--- src/sv/csrv_pkg.sv ---
`default_nettype none

package csrv_pkg;

    // field and datapath widths
    localparam int DATA_W  = 32;
    localparam int COUNT_W = 17;
    localparam int VAR_W   = 48;
    localparam int SUM_W   = 64;
    localparam int STEP_W  = 7;

    // op queue between front and back
    localparam int QDEPTH = 4;
    localparam int QPTR_W = 2;

    // result status codes
    typedef logic [1:0] t_status;
    localparam t_status ST_OK      = 2'd0;
    localparam t_status ST_SD_ZERO = 2'd1;
    localparam t_status ST_SAT     = 2'd2;

    // configuration register indexes
    typedef logic [0:0] t_cfg_idx;
    localparam t_cfg_idx CFG_CLIP_MAX   = 1'b0;
    localparam t_cfg_idx CFG_ROW_LENGTH = 1'b1;

    // divider step counts: Q16.16 standardize (48-bit dividend) and final 64-bit divide
    localparam logic [STEP_W-1:0] STEPS_Z   = 7'd48;
    localparam logic [STEP_W-1:0] STEPS_VAR = 7'd64;

    localparam logic [COUNT_W-1:0] COUNT_MAX = '1;

    // one classified item as queued for the back end
    typedef struct packed {
        logic              has_value;
        logic              row_end;
        logic              sd_zero;
        logic              diff_neg;
        logic [DATA_W-1:0] diff_mag;
        logic [DATA_W-1:0] mean_mag;
        logic [DATA_W-1:0] sd;
    } t_op;

    // request to the shared divider
    typedef struct packed {
        logic              start;
        logic [STEP_W-1:0] steps;
        logic [SUM_W-1:0]  num;
        logic [DATA_W-1:0] den;
    } t_div_req;

endpackage

`default_nettype wire

--- src/sv/csrv_div.sv ---
`default_nettype none

module csrv_div (
    input  wire logic              i_clk,
    input  wire logic              i_rst_n,
    input  wire csrv_pkg::t_div_req i_req,
    output logic                   o_done,
    output logic [63:0]            o_quo
);
    import csrv_pkg::*;

    logic                r_busy;
    logic                r_done;
    logic [STEP_W-1:0]   r_cnt;
    logic [SUM_W-1:0]    r_num;
    logic [DATA_W-1:0]   r_rem;
    logic [DATA_W-1:0]   r_den;
    logic [SUM_W-1:0]    r_quo;

    logic [DATA_W:0]     w_rem_sh;
    logic [DATA_W:0]     w_rem_sub;
    logic                w_ge;

    // restoring division, one quotient bit per cycle, dividend left aligned
    assign w_rem_sh  = {r_rem, r_num[SUM_W-1]};
    assign w_ge      = (w_rem_sh >= {1'b0, r_den});
    assign w_rem_sub = w_rem_sh - {1'b0, r_den};

    assign o_done = r_done;
    assign o_quo  = r_quo;

    always_ff @(posedge i_clk) begin
        if (!i_rst_n) begin
            r_busy <= 1'b0;
            r_done <= 1'b0;
            r_cnt  <= '0;
        end else begin
            r_done <= 1'b0;
            if (i_req.start) begin
                r_busy <= 1'b1;
                r_cnt  <= i_req.steps;
            end else if (r_busy) begin
                r_cnt <= r_cnt - 1'b1;
                if (r_cnt == STEP_W'(1)) begin
                    r_busy <= 1'b0;
                    r_done <= 1'b1;
                end
            end
        end
    end

    always_ff @(posedge i_clk) begin
        if (i_req.start) begin
            r_num <= i_req.num;
            r_den <= i_req.den;
            r_rem <= '0;
            r_quo <= '0;
        end else if (r_busy) begin
            r_num <= {r_num[SUM_W-2:0], 1'b0};
            r_rem <= w_ge ? w_rem_sub[DATA_W-1:0] : w_rem_sh[DATA_W-1:0];
            r_quo <= {r_quo[SUM_W-2:0], w_ge};
        end
    end

endmodule

`default_nettype wire

--- config.mk ---
export PLATFORM = sky130hd
export DESIGN_NAME = csrv_div
export DESIGN_NICKNAME = d
export VERILOG_FILES = /design/src/sv/csrv_pkg.sv /design/src/sv/csrv_div.sv
export SDC_FILE = /design/constraint.sdc
export NUM_CORES = 1
export LEC_CHECK = 0
export BUFFER_PORTS_ARGS = -buffer_cell sky130_fd_sc_hd__buf_2
export CAP_MARGIN = 25
export CELL_PAD_IN_SITES_DETAIL_PLACEMENT = 1
export CELL_PAD_IN_SITES_GLOBAL_PLACEMENT = 2
export CORE_MARGIN = 2
export CORE_UTILIZATION = 39
export DETAILED_ROUTE_END_ITERATION = 8
export GPL_TIMING_DRIVEN = 0
export PLACE_DENSITY = 0.95
export SYNTH_ARGS = -nofsm -noshare
export SYNTH_HDL_FRONTEND = slang
export SYNTH_SLANG_ARGS = --single-unit
--- constraint.sdc ---
create_clock -name i_clk -period 6.5 [get_ports i_clk]
set_clock_uncertainty 0.05 [all_clocks]
set_input_delay 0.975 -clock i_clk [delete_from_list [all_inputs] [get_ports i_clk]]
set_output_delay 0.975 -clock i_clk [all_outputs]
set_load 0.05 [all_outputs]
==> qor.yml, run 1 <==
wl_met3_mm: 1.305
startpoint_type: "register"
cp_max_fo: 4
synth_nets: 977
io_buffers: 170
yosysSeqAreaShare_pct: 52.36
grt_pass1_vias: 7496
internal_power_mw: 2.367
hold_start: "r_rem[25]"
r2r_slack_ns: 3.25
antenna_left: 0
cts_setup_buffers: 0
synth_cell_types: 65
pwr-share-comb_pct: 16.0
cp-startpoint: "r_num[63]"
tightest_slew_ns: 0.8108
finalHoldViolCount: 0
hp-class: "register to register"
clock_path_buffers: 3
synth_ff_type: "dfxtp_1"
path_cells: "inv_1 > ha_1 > fa_1 > nor2b_1 > o2111ai_1 > a21oi_1 > o31ai_1 > o21bai_1 > a21oi_1 > xnor2_1 > mux2i_1 > a211oi_1"
ir_drop_uv: 260.5
top_layer_used: "met5"
antenna_found_initial: 4
seqCellArea_um2: 4985
setup_violations: 0
p_clk_share_pct: 38.6
first_pass_iters: 4
cap_viol_max_count: 0
avgSynthCellArea_um2: 11.39
drt_iter0_markers: 326
yosys_warnings: 0
drive_above_1_share_pct: 26.81
synthTopCellsByArea: "edfxtp_1, dfxtp_1, mux2i_1"
p_leak_nw: 4.886
worstReg2RegStart: "r_num[63]"
syn2layout_area_growth_pct: 20.92
critPathCaptureType: "register"
wl_mm: 24.17
fmax_ghz: 0.3080
clk-insertion-delay-late_ns: 0.52
htreeDepth: 1
period_share_pct: 49.96
die_area_um2: 25680
switching_share_pct: 26.38
via_per_inst: 5.103
cts_tree: "done"
grt_usage_pct: 18.84
power_frac_seq_pct: 45.4
arrival_ns: 3.61
grt_pass1_wl_mm: 39.36
initial_core_util_pct: 39.38
holdWs_ns: 0.4446
vias: 7011
critical_path_class: "register to register"
cts_root_buffer: "clkbuf_16"
clkTransAtPathRegs_ns: 0.06
slowest_stage: "o31ai_1"
place_congestion: 0.8229
num_io_pins: 171
setup_tns_ns: 0
holdBufCountCts: 0
clock-sinks: 201
dr_wl_met2_mm: 12.09
syn-cell-area_um2: 9520
synth_edf_count: 96
yosys.area.top_type: "edfxtp_1"
row_count: 57
cts.repair.resized: 0
period_needed_ns: 3.247
max_stage_delay_ns: 0.70
drc: 0
path_common_cell: "a21oi_1"
cpLargestDelayFamily: "compound AO/OA/AOI/OAI gates"
total_power_mw: 3.215
cts-buffers-inserted: 23
power_density_nw_per_um2: 279.2
synth-async-reset-ratio_pct: 0
die_y_um: 160.2
maxSlewViolCount: 0
grt_max_degree: 34
synth_top_area_share_pct: 30.28
dp_hpwl_mm: 17.56
cp.required_ns: 6.87
status: "finished clean"
core-area_um2: 24180
ys_ff_latch: 201
grt-ovfl-total: 0
p_sw_mw: 0.8481
crit_buf_inv: 1
post_drt_wl_per_cell_um: 17.59
grt_setup_unrepaired: "false"
relSlewSlack_pct: 45.95
wl_met1_mm: 10.34
die_w_um: 160.2
fin_nets: 1173
nFillCells: 2705
syn_inst: 836
multi_input_area_um2: 4170
## worst register-to-register path, delay by kind of cell (launching register included)
family | cells | cell delay, ns
mux | 1 | 0.09
flops | 1 | 0.38
fa+ha+maj | 2 | 0.43
simple gates | 1 | 0.08
buf+inv | 1 | 0.07
compound gates | 6 | 1.89
xor+xnor | 1 | 0.14
## cells in the final DEF, fill, tap and decap left out, drive strengths merged, types with 34 or more instances in the layout
master	netlist	final
edfxtp	96	96
mux2i	84	84
clkbuf	33	66
ha	34	34
mux2	63	63
a21oi	36	36
buf	11	182
dfxtp	105	105
nor2	113	113
inv	41	42
## cells in the mapped netlist, types with 3 or more instances
| library cell | number |
|---|---|
| o31ai_1 | 7 |
| o21bai_1 | 4 |
| buf_1 | 6 |
| and2_1 | 4 |
| o21ai_1 | 6 |
| nand3_1 | 9 |
| nand4_1 | 6 |
| nand2b_1 | 7 |
| a32oi_1 | 3 |
| nor3_1 | 5 |
| nor2b_1 | 3 |
| edfxtp_1 | 96 |
| o211ai_1 | 3 |
| mux2i_1 | 84 |
| nor2_1 | 113 |
| o21ai_0 | 9 |
| ha_1 | 34 |
| dfxtp_1 | 105 |
| xor2_1 | 15 |
| a211oi_1 | 22 |
| o311ai_1 | 3 |
| mux2_2 | 63 |
| xnor2_1 | 19 |
| inv_1 | 41 |
| nand2_1 | 27 |
| clkbuf_1 | 33 |
| a31oi_1 | 7 |
| a21oi_1 | 35 |
| a21o_1 | 15 |
| o21a_1 | 3 |
| and3_1 | 6 |
## sequential cells by signal (all words and copies together), names as in the netlist
register	cells
r_num	64
o_done	1
r_busy	1
r_rem	32
r_den	32
r_cnt	7
o_quo	64
## per-stage QoR
stage	cells	cell area (µm²)	utilization (%)	setup WS, ns
detailed placement	1331	10800	44.66	2.621
CTS	1372	11510	47.60	3.162
global route	1372	11510	47.60	3.026
finish	1374	11510	47.62	3.253
floorplan	836	9520	-	3.426
global placement	1330	10780	44.57	1.977
## area by class of cell
cell class,instances,share of cell area (%)
Timing Repair Buffer,171,7.564
Buffer,44,1.804
Inverter,42,1.369
Clock inverter,8,0.6738
Antenna cell,2,0.04347
Multi-Input combinational cell,549,36.22
Sequential cell,201,43.30
Tap cell,324,3.521
Clock buffer,33,5.499
## final timing paths
path	to	cells past startpoint
setup / recovery	r_rem[18]	12
hold / removal	r_rem[25]	2
setup reg to reg	r_rem[18]	12
hold reg to reg	r_rem[25]	2
## logic make-up (layout without fill, tap and decap cells)
logic type,after synthesis,count (layout),share of synthesized area (%)
flip-flops,201,201,52.36
AND/OR/NAND/NOR,192,192,9.042
multiplexers,147,147,16.28
AO/OA/AOI/OAI,141,141,10.67
buffers and inverters,86,298,3.838
adder cells (fa/ha/maj),35,35,4.679
XOR/XNOR,34,34,3.128
other,0,2,0
## power groups by stage
stage | Combinational (mW) | Clock, mW | Sequential [mW]
after detailed placement | 0.515 | 0 | 1.48
final | 0.514 | 1.24 | 1.46
after global routing | 0.572 | 1.32 | 1.47
after global placement | 0.496 | 0 | 1.48
after floorplan | 0.373 | 0 | 1.47
after CTS | 0.519 | 1.27 | 1.46
## metal layers
| metal | vias to the layer above | track usage [%] |
|---|---|---|
| li1 | 3423 | - |
| met1 | 3428 | 23.59 |
| met5 | - | 0 |
| met3 | 35 | 4.597 |
| met2 | 123 | 33.00 |
| met4 | 2 | 4.095 |
No activity file was read; power rests on OpenSTA's default activity.
==> run 2, diff against run 1 <==
CORE_UTILIZATION = 37   (was 39)
PLACE_DENSITY = 0.93   (was 0.95)
clock period = 3 ns   (was 6.5 ns; I/O delays follow)
==> qor.yml, run 2 (synthesis gave the netlist of run 1 again) <==
p_leak_nw: 5.032
fin_ws_ns: 0.001763
cts_root_buffer: "clkbuf_16"
p_clk_share_pct: 41.9
r2r_slack_ns: 0.002
stdcell_count: 1390
antenna_left: 0
finalHoldViolCount: 0
grt_max_degree: 37
critPathCaptureType: "register"
syn2layout_area_growth_pct: 24.93
cp_max_fo: 5
cts-buffers-inserted: 25
grt_pass1_vias: 7394
first_pass_iters: 5
slowest_stage: "edfxtp_1"
place_inst: 1337
dp_hpwl_mm: 17.37
path_cells: "inv_2 > ha_4 > nor2b_4 > o2111a_1 > o21ai_2 > a31oi_4 > a2bb2oi_4 > a41o_4 > a21o_1 > buf_6 > clkbuf_16 > mux2i_1 > a211oi_1"
drt_iter0_markers: 294
cpLargestDelayFamily: "compound AO/OA/AOI/OAI gates"
grt-ovfl-total: 0
post_drt_wl_per_cell_um: 18.02
holdBufCountCts: 0
whs_endpoint: "r_den[10]"
tightest_slew_ns: 0.7862
die_w_um: 164.4
hold_start: "i_req[10]"
placed_area_um2: 10800
clkTransAtPathRegs_ns: 0.06
clock-sinks: 201
num_io_pins: 171
vias: 7065
fin_nets: 1180
grt_setup_unrepaired: "true"
maxSlewViolCount: 0
status: "finished clean"
mostFrequentLayoutCell: "buf_2"
die_y_um: 164.4
hp-class: "primary input to register"
worstReg2RegStart: "r_den[1]"
fmax_ghz: 0.3335
critical_path_class: "register to register"
total_power_mw: 7.524
htreeDepth: 1
setup_violations: 0
cp.required_ns: 3.39
io_buffers: 170
grt_pass1_wl_mm: 39.27
r2r_cells: 13
initial_core_util_pct: 37.70
drc: 0
r2r-end: "r_rem[18]"
period_needed_ns: 2.998
cts_tree: "done"
mostFrequentLayoutCells: "buf_2, nor2_1, dfxtp_1"
internal_power_mw: 5.567
drive_above_1_share_pct: 30.68
wl_mm: 25.04
crit_buf_inv: 3
cap_viol_max_count: 0
antenna_found_initial: 4
period_share_pct: 99.94
row_count: 58
p_sw_mw: 1.957
max_stage_delay_ns: 0.45
power_density_nw_per_um2: 632.6
startpoint_type: "register"
via_per_inst: 5.083
grt_usage_pct: 18.27
clock_path_buffers: 3
core-area_um2: 25250
die_area_um2: 27030
dp_worst_setup_slack_ns: -0.3941
arrival_ns: 3.39
clk-insertion-delay-late_ns: 0.54
post-route-cell-area_um2: 11890
relSlewSlack_pct: 47.59
pwr-share-comb_pct: 16.0
power_frac_seq_pct: 42.1
place_congestion: 0.8039
holdPathStages: 1
ir_drop_uv: 561.3
switching_share_pct: 26.01
holdWs_ns: 0.03578
==> run 2: cell count changes in the layout (fill, tap and decap cells not counted), sizes merged <==
cell / delta
buf: +8
inv: +1
diode: +2
clkinv: -3
bufinv: +2
==> run 2: routing by layer <==
| metal | vias up | GRT usage [%] | wire length, µm |
|---|---|---|---|
| met5 | - | 0 | 7 |
| met4 | 2 | 4.150 | 529 |
| met3 | 39 | 4.294 | 1408 |
| met2 | 141 | 31.02 | 12190 |
| met1 | 3453 | 23.68 | 10910 |
| li1 | 3430 | - | - |
==> run 2: power groups by stage <==
stage	clock network, mW	registers (mW)	logic (mW)
final	3.15	3.17	1.20
after global routing	3.33	3.18	1.32
after CTS	3.23	3.16	1.14
after detailed placement	0	3.22	1.11
after global placement	0	3.21	1.08
after floorplan	0	3.19	0.809
==> run 2: worst reg2reg max path, delay by kind of cell, from the launching register on <==
kind | cells | cell delay (ns)
compound gates | 7 | 1.54
flops | 1 | 0.45
buf+inv | 3 | 0.43
fa+ha+maj | 1 | 0.20
simple gates | 1 | 0.12
mux | 1 | 0.12
==> run 2: layout make-up <==
cell class,count,area [µm²]
fillers,2806,13360
flip-flops and latches,201,4985
multi-input cells,549,4317
repair buffers,181,963.4
clock buffers,36,725.7
well taps,330,412.9
plain buffers,39,191.4
inverters,42,157.7
clock inverters,8,131.4
diodes,4,10.01
==> run 2: worst max-delay path by stage <==
stage	endpoint	cells past startpoint	start
3_5_place_dp	o_quo[5]	6	i_req[103]
2_1_floorplan	r_rem[15]	13	r_den[4]
4_1_cts	r_rem[19]	13	r_den[1]
5_1_grt	r_rem[22]	12	r_num[63]
6_report	r_rem[18]	13	r_den[1]
3_3_place_gp	r_rem[29]	6	i_req[103]
==> run 2: per-stage QoR <==
step	utilization [%]	setup TNS [ns]
after global placement	42.70	-78.49
after global routing	47.06	-0.9311
after CTS	46.39	0
after detailed placement	42.78	-27.01
final	47.10	0
after floorplan	-	0
==> run 2: what timing repair did <==
item | in CTS | in global routing
cloned | 0 | 2
setup buffers | 6 | 2
endpoints found under the setup margin | 26 | 55
resized for setup | 3 | 29
pin swaps | 7 | 17
hold endpoints to repair | 0 | 0
