`src/sv/csrv_pkg.sv`:
```
`default_nettype none

package csrv_pkg;

    // field and datapath widths
    localparam int DATA_W  = 32;
    localparam int COUNT_W = 17;
    localparam int VAR_W   = 48;
    localparam int SUM_W   = 64;
    localparam int STEP_W  = 7;

    // op queue between front and back
    localparam int QDEPTH = 4;
    localparam int QPTR_W = 2;

    // result status codes
    typedef logic [1:0] t_status;
    localparam t_status ST_OK      = 2'd0;
    localparam t_status ST_SD_ZERO = 2'd1;
    localparam t_status ST_SAT     = 2'd2;

    // configuration register indexes
    typedef logic [0:0] t_cfg_idx;
    localparam t_cfg_idx CFG_CLIP_MAX   = 1'b0;
    localparam t_cfg_idx CFG_ROW_LENGTH = 1'b1;

    // divider step counts: Q16.16 standardize (48-bit dividend) and final 64-bit divide
    localparam logic [STEP_W-1:0] STEPS_Z   = 7'd48;
    localparam logic [STEP_W-1:0] STEPS_VAR = 7'd64;

    localparam logic [COUNT_W-1:0] COUNT_MAX = '1;

    // one classified item as queued for the back end
    typedef struct packed {
        logic              has_value;
        logic              row_end;
        logic              sd_zero;
        logic              diff_neg;
        logic [DATA_W-1:0] diff_mag;
        logic [DATA_W-1:0] mean_mag;
        logic [DATA_W-1:0] sd;
    } t_op;

    // request to the shared divider
    typedef struct packed {
        logic              start;
        logic [STEP_W-1:0] steps;
        logic [SUM_W-1:0]  num;
        logic [DATA_W-1:0] den;
    } t_div_req;

endpackage

`default_nettype wire

```
`src/sv/csrv_queue.sv`:
```
`default_nettype none

module csrv_queue (
    input  wire logic           i_clk,
    input  wire logic           i_rst_n,
    input  wire logic           i_push,
    input  wire csrv_pkg::t_op  i_op,
    input  wire logic           i_pop,
    output logic                o_full,
    output logic                o_valid,
    output csrv_pkg::t_op       o_op
);
    import csrv_pkg::*;

    t_op               r_mem [QDEPTH];
    logic [QPTR_W-1:0] r_wptr;
    logic [QPTR_W-1:0] r_rptr;
    logic [QPTR_W:0]   r_cnt;

    assign o_full  = (r_cnt == (QPTR_W+1)'(QDEPTH));
    assign o_valid = (r_cnt != '0);
    assign o_op    = r_mem[r_rptr];

    // pointers and fill level
    always_ff @(posedge i_clk) begin
        if (!i_rst_n) begin
            r_wptr <= '0;
            r_rptr <= '0;
            r_cnt  <= '0;
        end else begin
            if (i_push) begin
                r_wptr <= r_wptr + 1'b1;
            end
            if (i_pop) begin
                r_rptr <= r_rptr + 1'b1;
            end
            if (i_push && !i_pop) begin
                r_cnt <= r_cnt + 1'b1;
            end else if (i_pop && !i_push) begin
                r_cnt <= r_cnt - 1'b1;
            end
        end
    end

    // entry storage
    always_ff @(posedge i_clk) begin
        if (i_push) begin
            r_mem[r_wptr] <= i_op;
        end
    end

endmodule

`default_nettype wire

```
`config.mk`:
```
export PLATFORM = sky130hd
export DESIGN_NAME = csrv_queue
export DESIGN_NICKNAME = d
export VERILOG_FILES = /design/src/sv/csrv_pkg.sv /design/src/sv/csrv_queue.sv
export SDC_FILE = /design/constraint.sdc
export NUM_CORES = 1
export LEC_CHECK = 0
export BUFFER_PORTS_ARGS = -buffer_cell sky130_fd_sc_hd__buf_2
export CAP_MARGIN = 20
export CORE_MARGIN = 2
export CORE_UTILIZATION = 40
export DETAILED_ROUTE_END_ITERATION = 12
export PLACE_DENSITY = 0.65
export SLEW_MARGIN = 5
export SYNTH_ARGS = -nofsm -noshare
export SYNTH_HDL_FRONTEND = slang
export SYNTH_SLANG_ARGS = --single-unit
```
`constraint.sdc`:
```
create_clock -name i_clk -period 6.1 [get_ports i_clk]
set_input_delay 0.915 -clock i_clk [delete_from_list [all_inputs] [get_ports i_clk]]
set_output_delay 0.915 -clock i_clk [all_outputs]
set_load 0.01 [all_outputs]
```
==> out/qor.tcl, run 1 <==
set qor(cts_root_buf) {clkbuf_16}
set qor(hold_buffers) 0
set qor(finalHoldViolCount) 0
set qor(critical_path_peak_fanout) 61
set qor(grt_usage_pct) 14.8
set qor(synthesis.area_per_instance_sq_um) 26.5
set qor(die_width_um) 197
set qor(synth_edf_count) 400
set qor(setup_total_negative_slack_ns) 0
set qor(post_route_cells_drive_above_1_share_pct) 45.0
set qor(postSynthNetCount) 675
set qor(clock-skew-final_ns) 0.0122
set qor(report.final.setup_viol) 0
set qor(hold_class) {register to register}
set qor(clk_transition_reported_paths_ns) 0.06
set qor(yosysWarningCount) 0
set qor(pre_cts_slack_ns) 2.85
set qor(finalCritPeriodShare_pct) 61.9
set qor(syn2layout_area_growth_pct) 18.9
set qor(slew_viol_final) 0
set qor(vdd_drop_max_uv) 243
set qor(grt_max_degree) 62
set qor(timing.final.crit_period_ns) 3.77
set qor(grt_first_pass_wirelength_um) 43000
set qor(grt-ovfl-total) 0
set qor(routed_wl_um) 28100
set qor(postCtsSetupRepairBufs) 0
set qor(cts-root-to-sink-buffers) 3
set qor(wl_per_cell_um) 21.5
set qor(slew-limit-headroom_pct) 34.8
set qor(detail_route.first_pass.iterations) 4
set qor(fin_cells) 1306
set qor(postSynthCellCount) 565
set qor(fin_nets) 913
set qor(route.detailed.vias_per_inst) 5.08
set qor(static-leakage-power_nw) 5.96
set qor(arrival_ns) 2.86
set qor(std_cell_rows) 70
set qor(num_io_pins) 206
set qor(io_buffers) 205
set qor(outcome) {finished clean}
set qor(cts_resized) 0
set qor(worstSkewPairLatency_ns) 0.55
set qor(detailedRoute.firstIterationViolations) 345
set qor(fmax_mhz) 265
set qor(most_common_cell_after_layout_fill_and_taps_aside) {edfxtp_1}
set qor(antenna_found_initial) 7
set qor(final_cell_mix) {400 x edfxtp_1, 205 x buf_2, 100 x mux4_2}
set qor(number_of_violations_of_the_max_capacitance_limit) 0
set qor(die_h_um) 197
set qor(cts.sink_count) 409
set qor(rsz_0062_raised_after_global_routing) {no}
set qor(crit_path_start_kind) {register}
set qor(worstSetupEndpointType) {output pin}
set qor(cts_tree) {built}
set qor(via_count_of_the_first_global_routing_pass) 7284
set qor(synth_cell_type_count) 20
set qor(placed_cells) 1227
set qor(dp.final_hpwl_um) 16900
set qor(vias) 6635
set qor(synth_seq_area_share_pct) 81.4
set qor(timing_worst_slew_pin_value_ns) 0.978
set qor(cts-buffers-inserted) 42
set qor(required_time_worst_endpoint_ns) 5.18
set qor(ys_async_sr_fraction_pct) 0
set qor(die-area_sq_um) 39000
set qor(number_of_synthesized_register_bits) 409
set qor(floorplan.initialDensity_pct) 40.8
set qor(synth_flop_cell) {edfxtp_1}
set qor(ant_nets) 0
set qor(ctsHtreeMaxLevel) 2
set qor(detail_route.drc_violations) 0
set qor(critPathKind) {register to output pin}
set qor(syn_area_sq_um) 15000
set qor(power_density_nw_per_um2) 356
set qor(fp.coreArea_sq_um) 36700
set qor(setup_ws_ns) 2.33
set qor(final.fill_count) 2954
set qor(place_congestion) 0.686
==> metrics by stage <==
stage	power [mW]	hold slack (ns)	area (sq um)	util (%)
floorplan	3.69	0.467	15000	-
CTS	6.44	0.526	17800	48.5
finish	6.34	0.519	17800	48.5
detailed placement	3.92	0.516	16400	44.8
global placement	3.91	0.483	16400	44.8
global route	6.58	0.550	17800	48.5
==> metal layers <==
layer,track usage (%),vias up,part of all wire (%)
li1,-,2913,-
met3,4.51,59,7.0
met2,23.9,187,49
met4,5.43,10,2.4
met5,0,-,0.27
met1,19.1,3466,41
==> Yosys cell counts, types with 2 or more instances <==
cell type | number | area (sq um)
and2_1 | 9 | 56.3
buf_12 | 10 | 200
buf_2 | 10 | 50.1
dfxtp_1 | 9 | 180
edfxtp_1 | 400 | 12000
ha_1 | 5 | 62.6
inv_1 | 4 | 15.0
mux2i_1 | 2 | 20.0
mux4_2 | 100 | 2250
nor2b_1 | 2 | 12.5
or3_1 | 2 | 12.5
xnor2_1 | 2 | 17.5
xor2_1 | 3 | 26.3
==> final cells by class <==
cell class,count,area [sq um],area share (%)
sequential,409,12200,68.5
multi-input combinational,130,2510,14.1
clock buffer,63,1220,6.87
timing repair buffer,216,1120,6.30
tap,468,586,3.29
clock inverter,13,138,0.773
inverter,4,15.0,0.0843
antenna,3,7.51,0.0422
==> state kept, by name (all words and copies together) (netlist names), named ones only <==
name and flops:
r_mem 400, r_cnt 3, r_rptr 2, r_wptr 2
==> worst paths after layout <==
check	start	end	slack, ns	depth (start not counted)
hold / removal	r_cnt[2]$_SDFFE_PN0P_	r_cnt[2]$_SDFFE_PN0P_	0.52	2
setup / recovery	register	o_op[2]	2.33	3
hold reg to reg	r_cnt[2]$_SDFFE_PN0P_	r_cnt[2]$_SDFFE_PN0P_	0.52	2
setup reg to reg	r_wptr[0]$_SDFFE_PN0P_	r_mem[1][60]$_DFFE_PP_	4.00	3
==> cells by family after synthesis <==
group,after synthesis,synth area share [%]
buffers and inverters,26,1.87
AOI/OAI and AO/OA,2,0.0835
and+or+nand+nor,15,0.618
muxes,102,15.2
DFF,409,81.4
adders and majority gates,6,0.551
xor gates and xnor gates,5,0.292
==> report_power, final <==
part           switching, mW  internal (mW)
sequential            0.0588           3.23
clock                  0.988           1.51
combinational          0.292          0.263
total                   1.34           5.00
==> critical path, stage by stage (launching register included) <==
cell and delay [ns]:
dfxtp_4 0.95, buf_4 0.66, mux4_2 0.43, buf_2 0.16
(Power assumes the default switching activity.)
==> run 2, diff against run 1 <==
PLACE_DENSITY = 0.67   (was 0.65)
clock period = 3.28 ns   (was 6.1 ns; I/O delays follow)
==> out/qor.tcl, run 2 (synthesized netlist as in run 1, its figures left out) <==
set qor(p_int_mw) 9.33 ;# was 5.00 mW
set qor(fp.coreArea_sq_um) 36700 ;# unchanged
set qor(arrival_ns) 2.38 ;# was 2.86 ns
set qor(clkPwrFrac_pct) 39.5 ;# was 39.4%
set qor(power.switching_mw) 2.53 ;# was 1.34 mW
set qor(required_time_worst_endpoint_ns) 2.79 ;# was 5.18 ns
set qor(largest_registers) {r_mem: 400 flops, r_cnt: 3 flops} ;# unchanged
set qor(outcome) {finished clean} ;# unchanged
set qor(clk_transition_reported_paths_ns) 0.06 ;# about the same
set qor(hold_class) {input port to register} ;# was register to register
set qor(cts-root-to-sink-buffers) 3 ;# unchanged
set qor(clock-skew-final_ns) 0.0157 ;# was 0.0122 ns
set qor(timing.critical_path.slowest_cell_delay_ns) 0.73 ;# was 0.95 ns
set qor(timing.final.crit_period_ns) 2.87
set qor(finalCritPeriodShare_pct) 87.6
set qor(via_count_of_the_first_global_routing_pass) 7178 ;# was 7284
set qor(postCtsSetupRepairBufs) 0 ;# unchanged
set qor(syn2layout_area_growth_pct) 19.9 ;# was 18.9%
set qor(cts-buffers-inserted) 42 ;# unchanged
set qor(post_route_cells_drive_above_1_share_pct) 46.1 ;# was 45.0%
set qor(crit_path_start_kind) {register} ;# unchanged
set qor(die_width_um) 197 ;# unchanged
set qor(worstSkewPairLatency_ns) 0.55 ;# about the same
set qor(die-area_sq_um) 39000 ;# unchanged
set qor(dp.final_hpwl_um) 16900 ;# about the same
set qor(grt_max_degree) 51 ;# was 62
set qor(cts_tree) {built} ;# unchanged
set qor(route.detailed.vias_per_inst) 5.01 ;# was 5.08
set qor(final_cell_mix) {400 x edfxtp_1, 205 x buf_2, 100 x mux4_2} ;# unchanged
set qor(dpl_cell_area_sq_um) 16600 ;# was 16400 sq um
set qor(slew_viol_final) 0 ;# unchanged
set qor(rsz_0062_raised_after_global_routing) {no} ;# unchanged
set qor(vias) 6569 ;# was 6635
set qor(timing.hold.ws_ns) 0.156 ;# was 0.519 ns
set qor(wl_per_cell_um) 21.2 ;# was 21.5 um
set qor(num_io_pins) 206 ;# unchanged
set qor(critPathKind) {register to output pin} ;# unchanged
set qor(floorplan.initialDensity_pct) 40.8 ;# unchanged
set qor(cts_root_buf) {clkbuf_16} ;# unchanged
set qor(hold_buffers) 0 ;# unchanged
set qor(setup_ws_ns) 0.407 ;# was 2.33 ns
set qor(place_congestion) 0.698 ;# was 0.686
set qor(routed_wl_um) 27800 ;# was 28100 um
set qor(detailedRoute.firstIterationViolations) 307 ;# was 345
set qor(cts_resized) 0 ;# unchanged
set qor(std_cell_rows) 70 ;# unchanged
set qor(netSwitchingFraction_pct) 21.3 ;# was 21.1%
set qor(fin_nets) 919 ;# was 913
set qor(largest_reg_flops) 400 ;# unchanged
set qor(die_h_um) 197 ;# unchanged
set qor(worst_hold_startpoint) {i_op[32]} ;# was r_cnt[2]$_SDFFE_PN0P_
set qor(finalHoldViolCount) 0 ;# unchanged
set qor(ant_nets) 0 ;# unchanged
set qor(static-leakage-power_nw) 6.04 ;# was 5.96 nW
set qor(pre_cts_slack_ns) 0.907 ;# was 2.85 ns
set qor(worstSetupEndpointType) {output pin} ;# unchanged
set qor(slew-limit-headroom_pct) 51.9 ;# was 34.8%
set qor(timing_worst_slew_pin_value_ns) 0.722 ;# was 0.978 ns
set qor(rr_startpoint) {r_wptr[0]$_SDFFE_PN0P_} ;# unchanged
set qor(fmax_mhz) 348
set qor(report.final.setup_viol) 0 ;# unchanged
set qor(most_common_cell_after_layout_fill_and_taps_aside) {edfxtp_1} ;# unchanged
set qor(vdd_drop_max_uv) 425 ;# was 243 uV
set qor(final_util_pct) 48.9 ;# was 48.5%
set qor(portion_of_total_power_attributed_to_combinational_logic_pct) 9.1 ;# was 8.8%
set qor(setup_total_negative_slack_ns) 0 ;# unchanged
set qor(detail_route.first_pass.iterations) 4 ;# unchanged
set qor(cpLargestDelayFamily) {flip-flops} ;# unchanged
set qor(crit_buf_inv) 2 ;# unchanged
set qor(cts.sink_count) 409 ;# unchanged
set qor(power_density_nw_per_um2) 660 ;# was 356 nW/um^2
set qor(critical_path_peak_fanout) 30 ;# was 61
set qor(largest-register) {r_mem} ;# unchanged
set qor(io_buffers) 205 ;# unchanged
set qor(power.share.sequential_pct) 51.4 ;# was 51.9%
set qor(detail_route.drc_violations) 0 ;# unchanged
set qor(ctsHtreeMaxLevel) 2 ;# unchanged
set qor(grt_usage_pct) 14.6 ;# was 14.8%
set qor(antenna_found_initial) 2 ;# was 7
set qor(grt_first_pass_wirelength_um) 42400 ;# was 43000 um
set qor(number_of_violations_of_the_max_capacitance_limit) 0 ;# unchanged
set qor(cp_slowest_cell) {dfxtp_4} ;# unchanged
set qor(crit_path_cells) {buf_12 > mux4_2 > buf_2} ;# was buf_4 > mux4_2 > buf_2
set qor(final.fill_count) 2956 ;# was 2954
set qor(grt-ovfl-total) 0 ;# unchanged
set qor(fin_area_sq_um) 18000 ;# was 17800 sq um
[run 2: cell count changes in the layout (fill, tap and decap cells not counted), sizes merged]
cell,change
clkinv,+9
inv,-1
clkbuf,-7
buf,+6
clkinvlp,-1
diode,-1
[run 2: per-stage QoR]
step | std cells | total power, mW
finish | 1311 | 11.9
global route | 1309 | 12.3
detailed placement | 1233 | 7.31
CTS | 1309 | 12.0
global placement | 1233 | 7.29
floorplan | 565 | 6.86
[run 2: per-layer routing]
metal | track usage (%) | vias up | wire length, um
met5 | 0 | - | 0
met4 | 5.54 | 0 | 578
met3 | 3.82 | 36 | 1590
met2 | 23.6 | 194 | 13600
met1 | 19.1 | 3406 | 12100
li1 | - | 2933 | -
[run 2: layout make-up]
cell class / count / area, sq um / share of cell area [%]
Sequential cell: 409 / 12200 / 67.9
Inverter: 4 / 15.0 / 0.0836
Clock buffer: 56 / 1210 / 6.72
Timing Repair Buffer: 222 / 1270 / 7.05
Tap cell: 468 / 586 / 3.26
Multi-Input combinational cell: 130 / 2510 / 14.0
Antenna cell: 2 / 5.00 / 0.0279
Clock inverter: 20 / 168 / 0.934
[run 2: power groups by stage]
stage               logic, mW  registers [mW]  clock network, mW
CTS                      1.11            6.10               4.81
global route             1.17            6.11               4.99
floorplan               0.697            6.16                  0
finish                   1.08            6.09               4.69
global placement         1.09            6.19                  0
detailed placement       1.11            6.21                  0
[run 2: final timing paths]
check                                               to  slack (ns)  depth (start not counted)
worst min register to register   r_cnt[2]$_SDFFE_PN0P_        0.51                          2
worst min-delay path            r_mem[1][32]$_DFFE_PP_        0.16                          1
worst max register to register  r_mem[1][63]$_DFFE_PP_        1.38                          3
worst max-delay path                          o_op[78]        0.41                          3
