$ cat config.mk
export PLATFORM = sky130hd
export DESIGN_NAME = csrv_front
export DESIGN_NICKNAME = d
export VERILOG_FILES = /design/src/sv/csrv_pkg.sv /design/src/sv/csrv_front.sv
export SDC_FILE = /design/constraint.sdc
export NUM_CORES = 1
export LEC_CHECK = 0
export BUFFER_PORTS_ARGS = -buffer_cell sky130_fd_sc_hd__buf_2
export CAP_MARGIN = 20
export CORE_MARGIN = 3
export CORE_UTILIZATION = 44
export DETAILED_ROUTE_END_ITERATION = 8
export PLACE_DENSITY = 0.81
export SYNTH_ARGS = -nofsm -noshare
export SYNTH_HDL_FRONTEND = slang
export SYNTH_SLANG_ARGS = --single-unit
$ cat constraint.sdc
create_clock -name vclk -period 3
set_input_delay 0.15 -clock vclk [all_inputs]
set_output_delay 0.15 -clock vclk [all_outputs]
set_load 0.05 [all_outputs]
$ cat src/sv/csrv_pkg.sv
`default_nettype none

package csrv_pkg;

    // field and datapath widths
    localparam int DATA_W  = 32;
    localparam int COUNT_W = 17;
    localparam int VAR_W   = 48;
    localparam int SUM_W   = 64;
    localparam int STEP_W  = 7;

    // op queue between front and back
    localparam int QDEPTH = 4;
    localparam int QPTR_W = 2;

    // result status codes
    typedef logic [1:0] t_status;
    localparam t_status ST_OK      = 2'd0;
    localparam t_status ST_SD_ZERO = 2'd1;
    localparam t_status ST_SAT     = 2'd2;

    // configuration register indexes
    typedef logic [0:0] t_cfg_idx;
    localparam t_cfg_idx CFG_CLIP_MAX   = 1'b0;
    localparam t_cfg_idx CFG_ROW_LENGTH = 1'b1;

    // divider step counts: Q16.16 standardize (48-bit dividend) and final 64-bit divide
    localparam logic [STEP_W-1:0] STEPS_Z   = 7'd48;
    localparam logic [STEP_W-1:0] STEPS_VAR = 7'd64;

    localparam logic [COUNT_W-1:0] COUNT_MAX = '1;

    // one classified item as queued for the back end
    typedef struct packed {
        logic              has_value;
        logic              row_end;
        logic              sd_zero;
        logic              diff_neg;
        logic [DATA_W-1:0] diff_mag;
        logic [DATA_W-1:0] mean_mag;
        logic [DATA_W-1:0] sd;
    } t_op;

    // request to the shared divider
    typedef struct packed {
        logic              start;
        logic [STEP_W-1:0] steps;
        logic [SUM_W-1:0]  num;
        logic [DATA_W-1:0] den;
    } t_div_req;

endpackage

`default_nettype wire

$ cat src/sv/csrv_front.sv
`default_nettype none

module csrv_front (
    input  wire logic           i_valid,
    input  wire logic [95:0]    i_data,
    input  wire logic           i_has_value,
    input  wire logic           i_row_end,
    input  wire logic           i_q_full,
    output logic                o_ready,
    output logic                o_push,
    output csrv_pkg::t_op       o_op
);
    import csrv_pkg::*;

    logic [DATA_W-1:0] w_x;
    logic [DATA_W-1:0] w_mean;
    logic [DATA_W-1:0] w_sd;
    logic [DATA_W:0]   w_diff;
    logic [DATA_W:0]   w_diff_abs;
    logic [DATA_W:0]   w_mean_ext;
    logic [DATA_W:0]   w_mean_abs;

    assign w_x    = i_data[31:0];
    assign w_mean = i_data[63:32];
    assign w_sd   = i_data[95:64];

    // x - mean is exact in 33 bits, its magnitude fits 32
    assign w_diff     = {w_x[DATA_W-1], w_x} - {w_mean[DATA_W-1], w_mean};
    assign w_diff_abs = w_diff[DATA_W] ? ((DATA_W+1)'(0) - w_diff) : w_diff;
    assign w_mean_ext = {w_mean[DATA_W-1], w_mean};
    assign w_mean_abs = w_mean[DATA_W-1] ? ((DATA_W+1)'(0) - w_mean_ext) : w_mean_ext;

    // items with neither value nor row end are dropped here
    assign o_ready = !i_q_full;
    assign o_push  = i_valid && !i_q_full && (i_has_value || i_row_end);

    always_comb begin
        o_op.has_value = i_has_value;
        o_op.row_end   = i_row_end;
        o_op.sd_zero   = (w_sd == '0);
        o_op.diff_neg  = w_diff[DATA_W];
        o_op.diff_mag  = w_diff_abs[DATA_W-1:0];
        o_op.mean_mag  = w_mean_abs[DATA_W-1:0];
        o_op.sd        = w_sd;
    end

endmodule

`default_nettype wire

==> results of run 1 <==
-- logic make-up after synthesis --
kind of cell             after synthesis
AND/OR/NAND/NOR                      200
adder cells (fa/ha/maj)               35
multiplexers                           6
AO/OA/AOI/OAI                        164
buffers and inverters                102
XOR/XNOR                              77
-- through the flow --
stage               hold slack, ns  TNS (ns)  setup WS (ns)  cells
floorplan                    0.405    -0.673         -0.166    584
global placement             0.601     -9.12         -0.454   1004
detailed placement           0.603    -12.27         -0.609   1004
CTS                          0.603     -3.79         -0.233   1041
-- timing repair --
item | in CTS
pin swaps | 44
endpoints found under the setup margin | 38
cloned | 1
buffers inserted | 45
resized for setup | 182
==> flow_summary.json, run 1 <==
{
  "ios": 202,
  "netlist_area_um2": 3850,
  "synthAdderAreaFrac_pct": 11.6,
  "die_w_um": 99.6,
  "yosys.area.top_type": "xnor2_1",
  "placed_area_um2": 6830,
  "synth_xor_area_share_pct": 17.5,
  "worstEndpointGrtRepair": "o_op[91]",
  "start_util_pct": 46.2,
  "worst-ep-kind": "top-level output",
  "yosysWarnings": 0,
  "grt_max_degree": 31,
  "io_buffers": 202,
  "yosysTopAreaCellShare_pct": 13.0,
  "place_hpwl_mm": 13.4,
  "syn_area_per_cell_um2": 6.60,
  "synth_mux_area_share_pct": 1.59,
  "synth.distinct_cells": 72,
  "yosysMostFrequentCell": "xnor2_1",
  "synth_top_family_by_area": "compound AO/OA/AOI/OAI gates",
  "firstError": "[ERROR DPL-0038] Utilization greater than 100%, impossible to legalize",
  "gp_congestion": 0.902,
  "synth_top_cells_by_area": "xnor2_1 (13%), ha_1 (11%), buf_4 (6.8%)",
  "seq_area_frac_synth_pct": 0,
  "synth-compound-area-share_pct": 28.4,
  "syn_inst": 584,
  "run_status": "did not finish",
  "synth_common_cells": "xnor2_1 (57), nand2_1 (55), nor2_1 (48)",
  "die-height_um": 99.6,
  "hold_buffers": 0,
  "synthSimpleGateAreaFrac_pct": 26.9,
  "synth_nets": 719,
  "rows": 33,
  "lastStage": "5_1_grt"
}
==> run 2: changes to the inputs <==
- CORE_UTILIZATION: 44 -> 35
- PLACE_DENSITY: 0.81 -> default
- PLACE_DENSITY_LB_ADDON: default -> 0.15
- clock period: 3 -> 3.9 ns (I/O delays scaled with it)
==> flow_summary.json, run 2 <==
{
  "run_status": "completed",
  "drive_above_1_share_pct": 35.3,
  "route.detailed.drc": 0,
  "slew_viol_final": 0,
  "hold_class": "input port to primary output",
  "cp_max_fo": 7,
  "fin_nets": 881,
  "hold_buffers": 0,
  "final_common_cell": "buf_2",
  "powerDensity_nw_per_um2": 326,
  "fin_tns_setup_ns": 0,
  "synth_top_cells_by_area": "xnor2_1 (13%), ha_1 (11%), buf_4 (6.8%)",
  "worstSetupPathType": "input port to primary output",
  "die-height_um": 111,
  "wire_per_inst_um": 15.2,
  "area_growth_pct": 29.8,
  "antenna_found_initial": 0,
  "switching_share_pct": 69.8,
  "synth_xor_area_share_pct": 17.5,
  "seq_area_frac_synth_pct": 0,
  "place_hpwl_mm": 11.4,
  "period_needed_ns": 3.74,
  "syn_inst": 584,
  "drt_iter0_markers": 186,
  "p_clk_share_pct": 0,
  "hold_viol": 0,
  "fin_area_um2": 5000,
  "synthSimpleGateAreaFrac_pct": 26.9,
  "placed_area_um2": 4870,
  "multi_input_comb_area_um2": 3500,
  "fillCellCount": 1147,
  "tightest_slew_ns": 0.570,
  "synthAdderAreaFrac_pct": 11.6,
  "grt_pass1_wl_mm": 21.1,
  "grt_max_degree": 31,
  "max_freq_ghz": 0.267,
  "slew-limit-headroom_pct": 61.6,
  "gp_congestion": 0.914,
  "yosys.area.top_type": "xnor2_1",
  "route.vias.total": 4699,
  "track_usage_pct": 19.7,
  "first_global_vias": 4438,
  "critPathBufInv": 3,
  "netlist_area_um2": 3850,
  "drt_wl_total_mm": 13.4,
  "slowest_stage": "or4_1",
  "syn_area_per_cell_um2": 6.60,
  "path_cells": "buf_2, inv_1, ha_2, a21oi_2, o21ai_1, a22o_1, or4_1, a221oi_4, nor3b_4, nand3_1, or2_1, o21ai_1, xnor2_2, clkbuf_4",
  "seq_area_um2": 0,
  "p_leak_nw": 2.41,
  "setup.worst_path.end_class": "primary output",
  "vias_per_cell": 5.34,
  "cp_common_cell": "o21ai_1",
  "synth_nets": 719,
  "drv_cap": 0,
  "yosysTopAreaCellShare_pct": 13.0,
  "start_util_pct": 36.7,
  "grt_overflow": 0,
  "seq_power_share_pct": 0,
  "setup_ws_ns": 0.157,
  "firstDrtPassIters": 4,
  "ios": 202,
  "seq_cells": 0,
  "synth_common_cells": "xnor2_1 (57), nand2_1 (55), nor2_1 (48)",
  "synth-compound-area-share_pct": 28.4,
  "setup_viol": 0,
  "ir_drop_v": 0.000212,
  "critPathLaunchType": "input port",
  "diodes": 0,
  "pre_cts_ws_ns": -0.0173,
  "die_w_um": 111,
  "rows": 37,
  "cp.required_ns": 3.70,
  "io_buffers": 202,
  "max_stage_delay_ns": 0.48,
  "comb_power_share_pct": 100.0,
  "internal_power_uw": 493,
  "yosysWarnings": 0,
  "dieArea_um2": 12300,
  "worst_ep_arrival_time_ns": 3.55,
  "yosysMostFrequentCell": "xnor2_1",
  "fp.coreArea_um2": 10500,
  "synth.distinct_cells": 72,
  "ant_nets": 0,
  "fin_crit_sh_pct": 96.0,
  "p_switching_mw": 1.14,
  "crit_family": "compound AO/OA/AOI/OAI gates",
  "final_cell_mix": "buf_2 (197), nand2_1 (55), xnor2_1 (49)",
  "num-clock-buffers": 0,
  "synth_top_family_by_area": "compound AO/OA/AOI/OAI gates",
  "synth_mux_area_share_pct": 1.59
}
==> run 2: logic make-up (layout without fill, tap and decap cells) <==
kind of cell / count (synthesis) / after routing
simple gates: 200 / 200
compound gates: 164 / 164
buf+inv: 102 / 262
xor+xnor: 77 / 77
fa+ha+maj: 35 / 35
mux: 6 / 6
==> run 2: path summary, 6_finish.rpt <==
check / from / to / slack (ns) / cells past startpoint
hold / removal: i_data[93] / o_op[29] / 0.69 / 2
setup / recovery: i_data[38] / o_op[91] / 0.16 / 14
==> run 2: repair_timing <==
item,4_1_cts,5_1_grt
endpoints found under the setup margin,5,14
pin swaps,0,1
setup buffers,0,0
gates resized for setup,1,24
==> run 2: routing by layer <==
metal / vias to the layer above / track usage (%) / share of wire [%]
met2: 157 / 38.5 / 51
met1: 2156 / 24.4 / 43
met5: - / 0 / 0
met4: 0 / 1.97 / 0.75
li1: 2382 / - / -
met3: 4 / 1.04 / 5.1
==> run 2: power groups by stage <==
stage	logic (mW)	registers (mW)	clock network [mW]
2_1_floorplan	1.21	0	0
3_3_place_gp	1.59	0	0
3_5_place_dp	1.60	0	0
4_1_cts	1.60	0	0
5_1_grt	1.73	0	0
6_report	1.63	0	0
==> run 2: area by class of cell <==
class	count	area share [%]
Tap cell	136	3.40
Timing Repair Buffer	218	23.4
Multi-Input combinational cell	482	69.9
Inverter	44	3.30
==> run 2: per-stage QoR <==
step                      instances  hold WS [ns]  total power [mW]  utilization, %
after floorplan                 584         0.557              1.21               -
after global placement          880         0.693              1.59            46.3
after detailed placement        880         0.693              1.60            46.3
after CTS                       880         0.693              1.60            46.4
after global routing            880         0.698              1.73            47.6
final                           880         0.693              1.63            47.6
(Power assumes the default switching activity.)
==> run 3: changes to the inputs <==
==> constraint.sdc (replaced) <==
create_clock -name vclk -period 3.9
set_input_delay 0.195 -clock vclk [all_inputs]
set_output_delay 0.195 -clock vclk [all_outputs]
set_load 0.02 [all_outputs]
==> flow_summary.json, run 3 (synthesis results as in run 2) <==
{
  "seq_power_share_pct": 0,
  "drive_above_1_share_pct": 32.1,
  "hold_viol": 0,
  "ios": 202,
  "diodes": 0,
  "io_buffers": 202,
  "drv_cap": 0,
  "hold_end": "o_op[28]",
  "whs_ns": 0.623,
  "seq_area_um2": 0,
  "fin_crit_sh_pct": 96.1,
  "route.vias.total": 4645,
  "start_util_pct": 36.7,
  "multi_input_comb_area_um2": 3360,
  "cp_max_fo": 7,
  "max_freq_ghz": 0.267,
  "firstDrtPassIters": 4,
  "internal_power_uw": 424,
  "final_cell_mix": "buf_2 (202), xnor2_1 (57), nand2_1 (55)",
  "tightest_slew_ns": 0.575,
  "first_global_vias": 4407,
  "vias_per_cell": 5.35,
  "grt_max_degree": 32,
  "cp.required_ns": 3.70,
  "route.detailed.drc": 0,
  "ir_drop_v": 0.000134,
  "drt_wl_total_mm": 13.0,
  "setup_viol": 0,
  "die-height_um": 111,
  "layout.cells.non_filler": 869,
  "switching_share_pct": 63.2,
  "area_growth_pct": 23.0,
  "setup.worst_path.end_class": "primary output",
  "antenna_found_initial": 0,
  "grt_pass1_wl_mm": 21.0,
  "period_needed_ns": 3.75,
  "run_status": "completed",
  "num-clock-buffers": 0,
  "slew_viol_final": 0,
  "hold_start": "i_data[92]",
  "gp_congestion": 0.950,
  "cts_setup_buffers": 0,
  "worst_ep_arrival_time_ns": 3.55,
  "ant_nets": 0,
  "dp.cells": 869,
  "wire_per_inst_um": 15.0,
  "die_w_um": 111,
  "critPathLaunchType": "input port",
  "p_clk_share_pct": 0,
  "worstSetupPathType": "input port to primary output",
  "drt_iter0_markers": 222,
  "hold_class": "input port to primary output",
  "seq_cells": 0,
  "p_switching_uw": 727,
  "place_hpwl_mm": 11.3,
  "slew-limit-headroom_pct": 61.5,
  "comb_power_share_pct": 100.0,
  "powerDensity_nw_per_um2": 243,
  "grt_overflow": 0,
  "rows": 37,
  "fp.coreArea_um2": 10500,
  "final_common_cell": "buf_2",
  "p_leak_nw": 2.29,
  "fin_nets": 870,
  "holdPathStages": 2,
  "fillCellCount": 1127,
  "dieArea_um2": 12300,
  "track_usage_pct": 19.6
}
run 3: stage by stage:
step	area (um2)	utilization, %	worst slack (ns)	setup TNS, ns	total power, mW
final	4740	45.1	0.153	0	1.15
after global routing	4740	45.1	-0.0322	-0.0586	1.25
after CTS	4700	44.7	0.0748	0	1.14
after detailed placement	4700	44.7	0.0818	0	1.14
after global placement	4700	44.7	0.159	0	1.13
after floorplan	3850	-	0.629	0	0.802
run 3: repair_timing:
action                     CTS  global route
hold buffers                 0             0
setup endpoints to repair    0            13
resized for setup            0             6
run 3: power groups by stage:
stage	logic, mW	registers (mW)	clock network [mW]
6_report	1.15	0	0
4_1_cts	1.14	0	0
3_3_place_gp	1.13	0	0
2_1_floorplan	0.802	0	0
5_1_grt	1.25	0	0
3_5_place_dp	1.14	0	0
run 3: worst max-delay path by stage:
stage | startpoint | end | slack (ns) | cells past startpoint
4_1_cts | i_data[38] | o_op[91] | 0.07 | 14
3_5_place_dp | i_data[38] | o_op[91] | 0.08 | 14
6_report | i_data[38] | o_op[91] | 0.15 | 14
3_3_place_gp | i_data[38] | o_op[95] | 0.16 | 14
2_1_floorplan | i_data[41] | o_op[82] | 0.63 | 15
5_1_grt | i_data[38] | o_op[89] | -0.03 | 14
run 3: per-layer routing:
layer	up-vias	wire, um	GRT usage [%]
li1	2368	-	-
met1	2100	5400	24.3
met2	165	6660	37.6
met3	12	768	1.36
met4	0	214	2.71
met5	-	0	0
run 3: area by class of cell:
cell class | count | share of cell area (%)
inverter | 44 | 3.48
tap | 136 | 3.59
multi-input combinational | 482 | 70.8
timing repair buffer | 207 | 22.1
run 3: worst max-delay path: stages:
cell      delay (ns)
buf_2           0.13
inv_1           0.07
ha_1            0.40
a21oi_2         0.23
o21ai_1         0.15
a22o_1          0.32
or4_1           0.49
a221oi_4        0.34
nor3b_4         0.29
nand3_1         0.19
or2_1           0.27
o21ai_1         0.15
xnor2_1         0.14
buf_2           0.19
==> run 4: changes to the inputs <==
- CORE_ASPECT_RATIO: default -> 0.7
- CORE_MARGIN: 3 -> 4
- PLACE_DENSITY: default -> 0.72
- PLACE_DENSITY_LB_ADDON: 0.15 -> default
==> flow_summary.json, run 4 (synthesis results as in run 2) <==
{
  "slew-limit-headroom_pct": 58.1,
  "worst_ep_arrival_time_ns": 3.49,
  "rows": 31,
  "period_needed_ns": 3.69,
  "p_leak_nw": 2.31,
  "num-clock-buffers": 0,
  "final_common_cell": "buf_2",
  "gp_congestion": 0.876,
  "first_global_vias": 3998,
  "route.vias.total": 4663,
  "critPathLaunchType": "input port",
  "pre_cts_ws_ns": 0.0925,
  "track_usage_pct": 18.7,
  "slew_viol_final": 0,
  "place_hpwl_mm": 11.5,
  "antenna_found_initial": 0,
  "fp.coreArea_um2": 10600,
  "fin_nets": 877,
  "max_freq_ghz": 0.271,
  "die_w_um": 133,
  "grt_pass1_wl_mm": 20.1,
  "ios": 202,
  "setup.worst_path.end_class": "primary output",
  "die-height_um": 95.8,
  "cp.required_ns": 3.70,
  "run_status": "completed",
  "fin_crit_sh_pct": 94.5,
  "hold_class": "input port to primary output",
  "drv_cap": 0,
  "grt_max_degree": 32,
  "vias_per_cell": 5.25,
  "firstDrtPassIters": 5,
  "placed_area_um2": 4770,
  "rsz0062_at_grt": "no",
  "setup_viol": 0,
  "wire_per_inst_um": 14.9,
  "cp_max_fo": 7,
  "ir_drop_v": 0.0000966,
  "seq_area_um2": 0,
  "seq_cells": 0,
  "dieArea_um2": 12800,
  "drt_wl_total_mm": 13.2,
  "diodes": 0,
  "route.detailed.drc": 0,
  "setup_ws_ns": 0.213,
  "drt_iter0_markers": 350,
  "grt_overflow": 0,
  "start_util_pct": 36.5,
  "powerDensity_nw_per_um2": 244,
  "final_cell_mix": "buf_2 (202), xnor2_1 (57), nand2_1 (55)",
  "drive_above_1_share_pct": 33.2,
  "tightest_slew_ns": 0.624,
  "fin_area_um2": 4820,
  "worstSetupPathType": "input port to primary output",
  "area_growth_pct": 25.1,
  "hold_viol": 0,
  "io_buffers": 202,
  "fin_tns_setup_ns": 0,
  "ant_nets": 0
}
==> run 4: routing by layer <==
layer | vias to the layer above | wire [um] | track usage [%]
met5 | - | 0 | 0
met3 | 6 | 947 | 1.62
li1 | 2387 | - | -
met1 | 2084 | 6430 | 27.4
met4 | 0 | 121 | 1.63
met2 | 186 | 5740 | 31.1
==> run 4: what timing repair did <==
| item | in CTS | in global routing |
|---|---|---|
| resized for setup | 0 | 10 |
| buffers inserted | 0 | 1 |
| hold buffers | 0 | 0 |
| endpoints found under the setup margin | 0 | 12 |
==> run 4: path summary, 6_finish.rpt <==
kind                       start       end  cells after the start
worst max-delay path  i_data[38]  o_op[94]                     14
worst min-delay path  i_data[89]  o_op[25]                      2
==> run 4: where the power goes <==
group,internal [mW],switching (mW),leakage [nW],total (mW)
combinational,0.440,0.734,2.31,1.17
clock,0,0,0,0
sequential,0,0,0,0
==> run 4: final cells by class <==
type | instances | area [um2]
fillers | 1107 | 5730
inverters | 44 | 169
multi-input cells | 482 | 3350
well taps | 148 | 185
repair buffers | 214 | 1110
==> run 4: critical path: stages <==
cell and delay [ns]:
buf_2 0.13, inv_1 0.08, ha_1 0.39, a21o_1 0.23, nor3_1 0.38, a211o_1 0.25
a21boi_1 0.13, o2111a_1 0.27, a311o_1 0.41, nand4b_1 0.27, nor2_2 0.26, a21oi_1 0.13
xnor2_1 0.17, buf_2 0.19
==> run 4: stage by stage <==
| stage | hold WS [ns] | cells | util (%) | total power, mW |
|---|---|---|---|---|
| floorplan | 0.474 | 584 | - | 0.802 |
| global placement | 0.623 | 887 | 45.2 | 1.15 |
| detailed placement | 0.623 | 887 | 45.2 | 1.16 |
| CTS | 0.623 | 887 | 45.2 | 1.16 |
| global route | 0.630 | 888 | 45.7 | 1.28 |
| finish | 0.623 | 888 | 45.7 | 1.17 |
